--- config.mk ---
export PLATFORM = sky130hd
export DESIGN_NAME = ctc_greedy_decoder_unit
export DESIGN_NICKNAME = d
export VERILOG_FILES = /design/src/ctcgd_pkg.sv /design/src/ctcgd_front.sv /design/src/ctcgd_queue.sv /design/src/ctcgd_back.sv /design/src/ctc_greedy_decoder_unit.sv
export SDC_FILE = /design/constraint.sdc
export NUM_CORES = 2
export LEC_CHECK = 0
export ABC_AREA = 1
export BUFFER_PORTS_ARGS = -buffer_cell sky130_fd_sc_hd__buf_2
export CAP_MARGIN = 20
export CORE_AREA = 2 2 219 436
export CTS_CLUSTER_DIAMETER = 80
export DETAILED_ROUTE_END_ITERATION = 8
export DIE_AREA = 0 0 221 438
export PLACE_DENSITY_LB_ADDON = 0.2
export SYNTH_ARGS = -nofsm -noshare
export SYNTH_HDL_FRONTEND = slang
export SYNTH_SLANG_ARGS = --single-unit
--- constraint.sdc ---
create_clock -name clk -period 7.9 [get_ports clk]
set_input_delay 0.395 -clock clk [delete_from_list [all_inputs] [get_ports clk]]
set_output_delay 0.395 -clock clk [all_outputs]
set_load 0.005 [all_outputs]
--- src/ctcgd_pkg.sv ---
// Shared types and constants for the CTC greedy decoder.
// No dependencies.
package ctcgd_pkg;

  localparam logic [16:0] LOG2E_Q16   = 17'd94548;
  localparam logic [16:0] ONE_Q16     = 17'd65536;
  localparam logic [23:0] EXP_SUM_MAX = 24'hFFFFFF;
  localparam logic [7:0]  BLANK_RESET = 8'd76;
  localparam logic [4:0]  EXP_K_LIMIT = 5'd17;

  // Register index of blank_class on the config port.
  localparam logic REG_BLANK = 1'b0;

  // 2^-(2^-(j+1)) in Q16, j = 0..7
  localparam logic [15:0] POW2_NEG_Q16 [8] = '{
    16'd46341, 16'd55109, 16'd60097, 16'd62757,
    16'd64132, 16'd64830, 16'd65182, 16'd65359
  };

  // One finished time step, front to back.
  typedef struct packed {
    logic [7:0]  winner;
    logic [23:0] exp_sum;
    logic        end_seq;
  } ctcgd_entry_t;

endpackage

--- src/ctcgd_front.sv ---
// Front end: accepts scores, tracks max/argmax and the softmax exponent sum.
// Depends on ctcgd_pkg.
module ctcgd_front import ctcgd_pkg::*; #(
  parameter int NUM_CLASSES = 77
) (
  input  logic               clk,
  input  logic               rst_n,
  input  logic               in_valid,
  output logic               in_stall,
  input  logic signed [15:0] in_score,
  input  logic               in_last_in_step,
  input  logic               in_last_in_sequence,
  input  logic               q_full,
  output logic               q_push,
  output ctcgd_entry_t       q_entry
);

  localparam logic [2:0] ST_IDLE = 3'd0;
  localparam logic [2:0] ST_CALC = 3'd1;
  localparam logic [2:0] ST_EXP  = 3'd2;
  localparam logic [2:0] ST_UPD  = 3'd3;
  localparam logic [2:0] ST_PUSH = 3'd4;

  localparam logic [8:0] NUM_W = 9'(NUM_CLASSES);

  logic [2:0]         state_r;
  logic signed [15:0] s_r;
  logic               eos_r, eoq_r, first_r, inrange_r, gt_r;
  logic [32:0]        y_r;
  logic [16:0]        v_r;
  logic [2:0]         j_r;
  logic signed [15:0] max_r;
  logic [7:0]         arg_r, idx_r, cnt_r;
  logic [23:0]        sum_r;
  ctcgd_entry_t       pend_r;

  logic               accept;
  logic [15:0]        d;
  logic [32:0]        vm;
  logic [7:0]         r;
  logic [16:0]        e;
  logic [40:0]        prod;
  logic [24:0]        scaled;
  logic [25:0]        grow;
  logic [24:0]        add;
  logic [23:0]        sum_nxt;
  logic signed [15:0] max_nxt;
  logic [7:0]         arg_nxt;

  assign in_stall = (state_r != ST_IDLE);
  assign accept   = in_valid && !in_stall;
  assign q_push   = (state_r == ST_PUSH) && !q_full;
  assign q_entry  = pend_r;

  always_comb begin
    d  = (s_r > max_r) ? 16'(s_r - max_r) : 16'(max_r - s_r);
    r  = y_r[23:16];
    vm = 33'(v_r * POW2_NEG_Q16[j_r]) + 33'd32768;
    e  = (y_r[32:24] >= 9'(EXP_K_LIMIT)) ? 17'd0 : (v_r >> y_r[28:24]);
    prod   = 41'(sum_r) * 41'(e);
    scaled = prod[40:16] + 25'(prod[15]);
    grow   = 26'(scaled) + 26'(ONE_Q16);
    add    = 25'(sum_r) + 25'(e);
    sum_nxt = sum_r;
    max_nxt = max_r;
    arg_nxt = arg_r;
    if (inrange_r) begin
      if (first_r) begin
        sum_nxt = 24'(ONE_Q16);
        max_nxt = s_r;
        arg_nxt = 8'd0;
      end else if (gt_r) begin
        sum_nxt = (grow > 26'(EXP_SUM_MAX)) ? EXP_SUM_MAX : grow[23:0];
        max_nxt = s_r;
        arg_nxt = idx_r;
      end else begin
        sum_nxt = (add > 25'(EXP_SUM_MAX)) ? EXP_SUM_MAX : add[23:0];
      end
    end
  end

  always_ff @(posedge clk) begin
    if (!rst_n) begin
      state_r <= ST_IDLE;
      max_r   <= '0;
      arg_r   <= '0;
      cnt_r   <= '0;
      sum_r   <= '0;
    end else begin
      case (state_r)
        ST_IDLE: begin
          if (accept) begin
            s_r       <= in_score;
            eos_r     <= in_last_in_step;
            eoq_r     <= in_last_in_step && in_last_in_sequence;
            idx_r     <= cnt_r;
            first_r   <= (cnt_r == 8'd0);
            inrange_r <= ({1'b0, cnt_r} < NUM_W);
            if (cnt_r != 8'hFF) cnt_r <= cnt_r + 8'd1;
            if (cnt_r != 8'd0 && {1'b0, cnt_r} < NUM_W) state_r <= ST_CALC;
            else state_r <= ST_UPD;
          end
        end
        ST_CALC: begin
          gt_r    <= (s_r > max_r);
          y_r     <= 33'(d) * 33'(LOG2E_Q16);
          v_r     <= ONE_Q16;
          j_r     <= '0;
          state_r <= ST_EXP;
        end
        ST_EXP: begin
          if (r[3'd7 - j_r]) v_r <= vm[32:16];
          j_r <= j_r + 3'd1;
          if (j_r == 3'd7) state_r <= ST_UPD;
        end
        ST_UPD: begin
          if (eos_r) begin
            pend_r.winner  <= arg_nxt;
            pend_r.exp_sum <= sum_nxt;
            pend_r.end_seq <= eoq_r;
            cnt_r   <= '0;
            max_r   <= '0;
            arg_r   <= '0;
            sum_r   <= '0;
            state_r <= ST_PUSH;
          end else begin
            max_r   <= max_nxt;
            arg_r   <= arg_nxt;
            sum_r   <= sum_nxt;
            state_r <= ST_IDLE;
          end
        end
        ST_PUSH: begin
          if (!q_full) state_r <= ST_IDLE;
        end
        default: state_r <= ST_IDLE;
      endcase
    end
  end

endmodule

--- src/ctcgd_queue.sv ---
// Two-entry queue of finished steps between front and back.
// Depends on ctcgd_pkg.
module ctcgd_queue import ctcgd_pkg::*; (
  input  logic         clk,
  input  logic         rst_n,
  input  logic         push,
  input  ctcgd_entry_t push_entry,
  output logic         full,
  input  logic         pop,
  output ctcgd_entry_t pop_entry,
  output logic         empty
);

  ctcgd_entry_t mem_r [2];
  logic         wp_r, rp_r;
  logic [1:0]   cnt_r;

  assign full      = (cnt_r == 2'd2);
  assign empty     = (cnt_r == 2'd0);
  assign pop_entry = mem_r[rp_r];

  always_ff @(posedge clk) begin
    if (push) mem_r[wp_r] <= push_entry;
  end

  always_ff @(posedge clk) begin
    if (!rst_n) begin
      wp_r  <= 1'b0;
      rp_r  <= 1'b0;
      cnt_r <= 2'd0;
    end else begin
      if (push) wp_r <= !wp_r;
      if (pop)  rp_r <= !rp_r;
      cnt_r <= cnt_r + 2'(push) - 2'(pop);
    end
  end

endmodule

--- src/ctcgd_back.sv ---
// Back end: CTC collapse, bit-serial 2^32/sum confidence, output register.
// Depends on ctcgd_pkg.
module ctcgd_back import ctcgd_pkg::*; (
  input  logic         clk,
  input  logic         rst_n,
  input  logic [7:0]   blank_class,
  input  logic         q_empty,
  input  ctcgd_entry_t q_entry,
  output logic         q_pop,
  output logic         out_valid,
  input  logic         out_stall,
  output logic         out_has_char,
  output logic [7:0]   out_class_index,
  output logic [15:0]  out_confidence,
  output logic         out_end_of_sequence
);

  localparam logic [1:0] ST_IDLE = 2'd0;
  localparam logic [1:0] ST_DIV  = 2'd1;
  localparam logic [1:0] ST_OUT  = 2'd2;

  logic [1:0]  state_r;
  logic [7:0]  prev_r;
  logic        started_r;
  logic [23:0] div_r, rem_r;
  logic [32:0] quo_r;
  logic [5:0]  it_r;
  logic        has_r, eoq_r;
  logic [7:0]  cls_r;
  logic        out_valid_r;

  logic [7:0]  prev;
  logic        keep;
  logic [24:0] rem_sh;
  logic        ge;
  logic        slot;

  assign prev   = started_r ? prev_r : blank_class;
  assign keep   = (q_entry.winner != blank_class) && (q_entry.winner != prev);
  assign q_pop  = (state_r == ST_IDLE) && !q_empty;
  assign rem_sh = {rem_r, (it_r == 6'd0)};
  assign ge     = (rem_sh >= {1'b0, div_r});
  assign slot   = !out_valid_r || !out_stall;
  assign out_valid = out_valid_r;

  always_ff @(posedge clk) begin
    if (!rst_n) begin
      state_r     <= ST_IDLE;
      prev_r      <= BLANK_RESET;
      started_r   <= 1'b0;
      out_valid_r <= 1'b0;
    end else begin
      // a new load in ST_OUT takes over the slot being freed
      if (out_valid_r && !out_stall && state_r != ST_OUT) out_valid_r <= 1'b0;
      case (state_r)
        ST_IDLE: begin
          if (!q_empty) begin
            prev_r    <= q_entry.end_seq ? blank_class : q_entry.winner;
            started_r <= !q_entry.end_seq;
            has_r     <= keep;
            cls_r     <= keep ? q_entry.winner : 8'd0;
            eoq_r     <= q_entry.end_seq;
            div_r     <= q_entry.exp_sum;
            rem_r     <= '0;
            quo_r     <= '0;
            it_r      <= '0;
            if (keep) state_r <= ST_DIV;
            else if (q_entry.end_seq) state_r <= ST_OUT;
          end
        end
        ST_DIV: begin
          rem_r <= ge ? 24'(rem_sh - {1'b0, div_r}) : rem_sh[23:0];
          quo_r <= {quo_r[31:0], ge};
          it_r  <= it_r + 6'd1;
          if (it_r == 6'd32) state_r <= ST_OUT;
        end
        ST_OUT: begin
          if (slot) begin
            out_valid_r         <= 1'b1;
            out_has_char        <= has_r;
            out_class_index     <= cls_r;
            out_confidence      <= !has_r ? 16'd0 :
                                   (quo_r > 33'd65535) ? 16'hFFFF : quo_r[15:0];
            out_end_of_sequence <= eoq_r;
            state_r             <= ST_IDLE;
          end
        end
        default: state_r <= ST_IDLE;
      endcase
    end
  end

endmodule

--- src/ctc_greedy_decoder_unit.sv ---
// CTC greedy decoder: per-step argmax + softmax sum, collapse, 2^32/sum confidence.
// Flow: the first score of a step, or one with class index out of range, goes from accept
// straight to sum update; any other goes through accept, multiply, 8 exp iterations and sum update.
// A step end adds a queue push; a kept character then passes through the back end (pop,
// restoring divide, output load); the front runs on until the queue fills.
// Reset (rst_n, synchronous, active low) clears all step state; blank_class = 76.
module ctc_greedy_decoder_unit import ctcgd_pkg::*; #(
  parameter int NUM_CLASSES = 77
) (
  input  logic               clk,
  input  logic               rst_n,
  // score stream
  input  logic               in_valid,
  output logic               in_stall,
  input  logic signed [15:0] in_score,
  input  logic               in_last_in_step,
  input  logic               in_last_in_sequence,
  // decoded characters
  output logic               out_valid,
  input  logic               out_stall,
  output logic               out_has_char,
  output logic [7:0]         out_class_index,
  output logic [15:0]        out_confidence,
  output logic               out_end_of_sequence,
  // config port
  input  logic               psel,
  input  logic               penable,
  input  logic               pwrite,
  input  logic [2:0]         paddr,
  input  logic [31:0]        pwdata,
  output logic [31:0]        prdata,
  output logic               pready
);

  logic [7:0]   blank_class_r;
  logic         q_push, q_pop, q_full, q_empty;
  ctcgd_entry_t push_entry, pop_entry;

  // Config: one register, index taken from paddr[2]; byte offset ignored.
  assign pready = 1'b1;
  assign prdata = (paddr[2] == REG_BLANK) ? {24'd0, blank_class_r} : 32'd0;

  always_ff @(posedge clk) begin
    if (!rst_n) begin
      blank_class_r <= BLANK_RESET;
    end else if (psel && penable && pwrite && paddr[2] == REG_BLANK) begin
      blank_class_r <= pwdata[7:0];
    end
  end

  // Front: one score at a time, pushes a summary at each step end.
  ctcgd_front #(.NUM_CLASSES(NUM_CLASSES)) u_front (
    .clk                 (clk),
    .rst_n               (rst_n),
    .in_valid            (in_valid),
    .in_stall            (in_stall),
    .in_score            (in_score),
    .in_last_in_step     (in_last_in_step),
    .in_last_in_sequence (in_last_in_sequence),
    .q_full              (q_full),
    .q_push              (q_push),
    .q_entry             (push_entry)
  );

  // Decouples the score stream from the divider.
  ctcgd_queue u_queue (
    .clk        (clk),
    .rst_n      (rst_n),
    .push       (q_push),
    .push_entry (push_entry),
    .full       (q_full),
    .pop        (q_pop),
    .pop_entry  (pop_entry),
    .empty      (q_empty)
  );

  // Back: collapse, confidence, output register.
  ctcgd_back u_back (
    .clk                 (clk),
    .rst_n               (rst_n),
    .blank_class         (blank_class_r),
    .q_empty             (q_empty),
    .q_entry             (pop_entry),
    .q_pop               (q_pop),
    .out_valid           (out_valid),
    .out_stall           (out_stall),
    .out_has_char        (out_has_char),
    .out_class_index     (out_class_index),
    .out_confidence      (out_confidence),
    .out_end_of_sequence (out_end_of_sequence)
  );

`ifndef SYNTHESIS
  a_no_overflow: assert property (@(posedge clk) disable iff (!rst_n)
    q_push |-> !q_full) else $error("queue push while full");
  a_no_underflow: assert property (@(posedge clk) disable iff (!rst_n)
    q_pop |-> !q_empty) else $error("queue pop while empty");
  a_charless_closes: assert property (@(posedge clk) disable iff (!rst_n)
    out_valid && !out_has_char |-> out_end_of_sequence)
    else $error("charless result without end of sequence");
  a_charless_zero: assert property (@(posedge clk) disable iff (!rst_n)
    out_valid && !out_has_char |-> out_class_index == 8'd0 && out_confidence == 16'd0)
    else $error("charless result carries data");
`endif

endmodule

==> Yosys cells after proc, flatten, opt, wreduce, memory -nomap -nowiden <==
Memory sizes are Yosys's and may differ from the RTL's. A register that Yosys moved wholly into a read port is not among the register bits.
Index checks and enable logic that the tools add are counted.
{ "word_totals": {"latchBits": 0, "romBits": 128, "reg_bits": 319, "mem_count": 2, "ramBits": 66} }
{ "op_classes": {"eq_ne": 23, "n_addsub": 13, "shift": 1, "n_mux": 57, "n_bitwise": 3, "multipliers": 3, "n_div": 0, "magnitude_cmp": 9, "reduce_logical": 45} }
{ "memory_table": {"columns": ["memory", "words", "word_bits", "rd", "rd_ports_with_merged_regs", "write_ports", "line_no", "text"], "rows": [
  ["(no name shown)", 8, 16, 1, 0, 0, "ctcgd_front.sv:58", "vm = 33'(v_r * POW2_NEG_Q16[j_r]) + 33'd32768;"],
  ["u_queue.mem_r", 2, 33, 1, 1, 1, "ctcgd_queue.sv:14", "ctcgd_entry_t mem_r [2];"]
]} }
{ "op_table": {"columns": ["op", "count"], "rows": [
  ["$mux 24", 8],
  ["$mux 16", 8],
  ["$mux 8", 10],
  ["$pmux 33 s2", 1],
  ["$pmux 24 s2", 1],
  ["$mul 24x17->41", 1],
  ["$mux 17", 2],
  ["$pmux 17 s2", 1],
  ["$add 33x16->33 const B", 1],
  ["$gt 33x16->1 const B", 1],
  ["$mul 17x16->33", 1],
  ["$mux 33", 1],
  ["$sub 16x16->16", 2],
  ["$mul 16x15->31 const B", 1],
  ["$add 25x17->26 const B", 1],
  ["$gt 26x24->1 const B", 1],
  ["$add 24x17->25", 1],
  ["$add 25x1->25", 1],
  ["$ge 25x24->1", 1],
  ["$gt 25x24->1 const B", 1],
  ["$reduce_and 3->1", 8],
  ["$sub 24x24->24", 1],
  ["$shr 17x5->17", 1],
  ["$gt 16x16->1", 1],
  ["45 further kinds", 98]
]} }

==> Logic depth before layout (Yosys ltp) <==
{ "depth": {"depth_word": 11, "mapped_depth": 59, "depth_no_buf": 56} }

==> Cells and area by module <==
Synthesis repeated with hierarchy kept, for this count alone.
{ "unflattened": {"cells_unflattened": 5785, "area_unflattened_um2": 47842.1} }
{ "by_module_without_submodules": {"columns": ["mod", "n_inst", "area_each_um2", "cells_each"], "rows": [
  ["ctcgd_front", 1, 37232.0, 4724],
  ["ctcgd_back", 1, 7200.7, 830],
  ["ctcgd_queue", 1, 2762.6, 136],
  ["ctc_greedy_decoder_unit", 1, 646.9, 95]
]} }

==> Worst setup path before layout <==
Ideal clock, no wire load.
{ "synth_timing": {"kind": "flip-flop to flip-flop", "startpoint": "register u_front.v_r[13]", "endpoint": "register u_front.pend_r (netlist bit u_front.q_entry[12]), data pin", "path_slack_ns": -0.811, "synth_period_minus_slack_ns": 8.711, "path_stages_with_launch": 50, "setup_ns": 0.275, "required_time_ns": 7.625, "t_arrival_ns": 8.437, "path_cell_list": "edfxtp_1 > clkbuf_1 > inv_1 > o21ai_0 > inv_1 > nand2_1 > o21ai_0 > or2_2 > o211ai_1 > nand2_1 > inv_1 > clkbuf_1 > ha_1 > inv_1 > fa_1 > inv_1 > fa_1 > inv_1 > [... 14 more ...] > xor2_1 > ha_1 > ha_1 > nand2_1 > nor2_2 > nand3_2 > nand2_4 > ha_1 > inv_1 > nor2_4 > nand3_2 > nor2_4 > nand3_1 > nand2_2 > buf_6 > nand2_2 > nand2_1 > o21ai_2"} }
{ "synth_via": {"elab_chain_cells": 10, "elab_cells_between_ends": 13} }
{ "synth_lines": {"columns": ["item", "line_no", "text"], "rows": [
  ["start: declaration", "ctcgd_front.sv:30", "logic [16:0] v_r;"],
  ["start signal: assignment", "ctcgd_front.sv:112", "if (r[3'd7 - j_r]) v_r <= vm[32:16];"],
  ["$shr 17x5->17 *", "ctcgd_front.sv:59", "e = (y_r[32:24] >= 9'(EXP_K_LIMIT)) ? 17'd0 : (v_r >> y_r[28:24]);"],
  ["$mux 17 *", "ctcgd_front.sv:59", null],
  ["$mul 24x17->41", "ctcgd_front.sv:60", "prod = 41'(sum_r) * 41'(e);"],
  ["$add 25x1->25", "ctcgd_front.sv:61", "scaled = prod[40:16] + 25'(prod[15]);"],
  ["$add 25x17->26", "ctcgd_front.sv:62", "grow = 26'(scaled) + 26'(ONE_Q16);"],
  ["$gt 26x24->1", "ctcgd_front.sv:73", "sum_nxt = (grow > 26'(EXP_SUM_MAX)) ? EXP_SUM_MAX : grow[23:0];"],
  ["$mux 24", "ctcgd_front.sv:73", null],
  ["$mux 24 *", "ctcgd_front.sv:72", "end else if (gt_r) begin"],
  ["$mux 24 *", "ctcgd_front.sv:68", "if (first_r) begin"],
  ["$mux 24 *", "ctcgd_front.sv:67", "if (inrange_r) begin"],
  ["net u_front.sum_nxt[11]", "ctcgd_front.sv:46", "logic [23:0] sum_nxt;"],
  ["end: declaration", "ctcgd_front.sv:35", "ctcgd_entry_t pend_r;"]
]} }
Mark *: on every way through the listed nets, which the timed path passes. The rest lies on a longest branch.
A chain may end at the register's enable or synchronous reset.

==> Worst setup path in the final report <==
{ "layout_timing": {"startpoint": "register u_front.y_r[30]", "endpoint": "register u_front.sum_r[19]"} }
{ "layout_via": {"elab_chain_cells": 11, "elab_cells_between_ends": 14} }
{ "layout_lines": {"columns": ["item", "line_no", "text"], "rows": [
  ["start: declaration", "ctcgd_front.sv:29", "logic [32:0] y_r;"],
  ["start signal: assignment", "ctcgd_front.sv:106", "y_r <= 33'(d) * 33'(LOG2E_Q16);"],
  ["$ge 9x5->1 *", "ctcgd_front.sv:59", null],
  ["$mux 17 *", "ctcgd_front.sv:59", null],
  ["$mul 24x17->41", "ctcgd_front.sv:60", null],
  ["$add 25x1->25", "ctcgd_front.sv:61", null],
  ["$add 25x17->26", "ctcgd_front.sv:62", null],
  ["$gt 26x24->1", "ctcgd_front.sv:73", null],
  ["$mux 24", "ctcgd_front.sv:73", null],
  ["$mux 24 *", "ctcgd_front.sv:72", null],
  ["$mux 24 *", "ctcgd_front.sv:68", null],
  ["$mux 24 *", "ctcgd_front.sv:67", null],
  ["net u_front.sum_nxt[19]", "ctcgd_front.sv:46", null],
  ["$mux 24 *", "ctcgd_front.sv:117", "if (eos_r) begin"],
  ["end signal: assignment", "ctcgd_front.sv:129", "sum_r <= sum_nxt;"],
  ["end: declaration", "ctcgd_front.sv:34", "logic [23:0] sum_r;"]
]} }
Marked as above.

==> key figures <==
Routing
  • DRC viols: 0
  • WL/cell: 20.99 um
  • Via density: 5.287
  • Met2 WL: 82850 um
  • Starting DRT DRC Count: 2065
  • Pre-Repair DR Iteration Count: 6
  • WL met1: 46380 um
  • Post-DRT Antenna Nets: 0
  • Met3 routed WL: 6914 um
  • Via count: 39624
  • Max layer used: met5
  • Overall routed net length: 157300 um

Outcome
  • Status: finished with violations
  • Violated checks: negative setup slack

Placement
  • DPL Wire Length: 130300 um
  • PortBufs: 69
  • Post-place setup slack: -1.217 ns
  • GPL Wtd Cong: 1.057
  • Placed Cells: 7302

Layout
  • Most common cell after layout, fill and taps aside: inv_1
  • Util after Layout: 0.6024
  • Layout cells sized above 1: 0.2039
  • Non-filler instance count after layout: 7495
  • Most frequent cells in the layout: 1248 x inv_1, 1027 x nand2_1, 623 x buf_4, 590 x fa_1, 453 x nor2_1
  • Fillers: 8418
  • Area growth, synth to finish: 22.08%
  • Fin nets: 7376

Clocking
  • CTS Buf Count: 37
  • Htree depth: 2
  • Root Driver: clkbuf_16
  • CTS tree: built
  • Clk sinks: 372
  • Clock transition at the registers of the reported paths: 0.07 ns
  • Clock latency on the worst-skew pair: 0.64 ns
  • Longest Clk Path Bufs: 3

STA
  • Final hold violations: 0
  • Hold_ws: 0.03448 ns
  • Max-slew headroom: 0.3054
  • Final setup fails: 48
  • Worst slew pin tran: 1.040 ns
  • Tmin final: 8.609 ns
  • Fmax: 0.1162 GHz
  • RSZ-0062 raised after global routing: true
  • Post-route setup slack: -0.7088 ns
  • Slew Viols, Final: 0
  • Final period util: 1.090
  • Clock skew: 0.06747 ns

GRT
  • GRT overflow: 0
  • Pin count of the biggest net entering global routing: 64
  • Initial antenna violation count: 2
  • Vias in the first global route: 42320
  • Total track usage: 0.3276
  • First-pass GRT wire length: 238100 um

Floorplanning
  • Chip width: 221 um
  • Row cnt: 159
  • Core area: 93700 sq um
  • Initial Utilization: 0.4934
  • Die Ht: 438 um
  • Die area: 96800 sq um
  • Io pins: 121

Critical path
  • Critical Path RT: 8.40 ns
  • Critical path startpoint category: register
  • WS Path Type: reg2reg
  • Worst path arrival time: 9.11 ns
  • Endpoint class of the critical path: register
  • CP most frequent cell: nand2_2
  • CP max-delay cell: fa_1
  • Crit Path Max Fanout: 6
  • Critical path's largest stage delay: 0.70 ns

Synthesis
  • Syn avg cell area: 8.250 sq um
  • Sequential area share after synthesis: 0.2234
  • Fraction of registers with async set/reset: 0
  • Synth Instances: 5604
  • FF+latch count, synth: 372
  • Synth warn: 0
  • Mapped Area: 46240 sq um
  • Main synth FF type: edfxtp_1
  • Post-synth EDFFs: 288
  • Synth unique cells: 60

Flow run
  • # Max-Cap Violations: 0

Worst hold path
  • Worst hold path class: in2reg
state kept, by name (all words and copies together), names as in the netlist, 16 cells and up, named ones only:
name,count
u_back.rem_r,24
u_queue.mem_r,66
u_back.quo_r,33
u_front.s_r,16
u_back.out_confidence,16
u_front.y_r,17
u_front.sum_r,24
u_front.v_r,17
u_back.div_r,24
u_front.q_entry,33
u_front.max_r,16
critical path: cells and delay by family, from the launching register on:
family,cells,cell delay (ns)
adders and majority gates,7,3.42
and+or+nand+nor,24,2.60
buffers and inverters,14,1.38
AOI/OAI and AO/OA,5,0.66
DFF,1,0.42
Yosys cell counts (18+ instances only):
master,n,area (sq um)
fa_1,606,12130
nor2_1,507,1903
nor3_1,35,175.2
ha_1,451,5643
xnor2_1,40,350.3
nor2_2,23,143.9
clkbuf_1,145,544.3
edfxtp_1,288,8648
nand4_1,25,156.4
a21oi_1,293,1466
xor2_1,56,490.5
dfxtp_1,84,1682
inv_1,1294,4857
nand2_1,1127,4230
nand3_1,117,585.6
nand2_2,32,200.2
o21ai_0,205,1026
buf_4,25,187.7
o22ai_1,18,112.6
clkinv_1,18,67.56
o21ai_2,18,157.7
metrics by stage:
step	setup TNS [ns]	area (sq um)
after detailed placement	-57.18	52430
final	-30.43	56450
after floorplan	0	46600
after CTS	-31.55	54890
after global routing	-52.79	56450
after global placement	-54.89	52410
layout make-up:
| class | count | area, sq um | area share |
|---|---|---|---|
| antenna | 1 | 2.502 | 0.00004433 |
| clock buffer | 47 | 1013 | 0.01795 |
| clock inverter | 20 | 247.7 | 0.004389 |
| inverter | 1328 | 5016 | 0.08887 |
| multi-input combinational | 3745 | 31960 | 0.5662 |
| sequential | 372 | 10330 | 0.1830 |
| tap | 1207 | 1510 | 0.02676 |
| timing repair buffer | 775 | 6367 | 0.1128 |
logic make-up (layout without fill, tap and decap cells):
kind of cell | count (synthesis) | after routing | synth area share
AND/OR/NAND/NOR | 1916 | 1916 | 0.1691
buffers and inverters | 1510 | 2170 | 0.1251
adder cells (fa/ha/maj) | 1057 | 1057 | 0.3844
AO/OA/AOI/OAI | 639 | 639 | 0.07707
flip-flops | 372 | 372 | 0.2234
XOR/XNOR | 96 | 96 | 0.01819
multiplexers | 12 | 12 | 0.002598
other | 2 | 26 | 0.0001624
worst paths after layout:
| check | to | depth (start not counted) | from | slack [ns] |
|---|---|---|---|---|
| min reg2reg | u_back.out_class_index[6]$_DFFE_PP_ | 0 | u_back.cls_r[6]$_SDFFCE_PN0P_ | 0.41 |
| max reg2reg | u_front.sum_r[19]$_SDFFE_PN0N_ | 50 | u_front.y_r[30]$_DFFE_PP_ | -0.71 |
| max | u_front.sum_r[19]$_SDFFE_PN0N_ | 50 | u_front.y_r[30]$_DFFE_PP_ | -0.71 |
| min | blank_class_r[6]$_SDFFE_PN1P_ | 3 | pwdata[6] | 0.03 |
routing by layer:
layer  vias up  global-route usage
li1      18427                   -
met1     19260              0.2847
met2      1244              0.6121
met3       691             0.04472
met4         2              0.3514
met5         -                   0
repair_timing:
action	in CTS	in global routing
buffers inserted	51	52
endpoints found under the setup margin	55	62
pin swaps	53	173
gates resized for setup	158	271
hold buffers	17	0
gates cloned	1	2
hold endpoints to repair	17	0
Power is not shown: default switching activity piles up to over one toggle a cycle in this logic, so the estimate is an artifact.
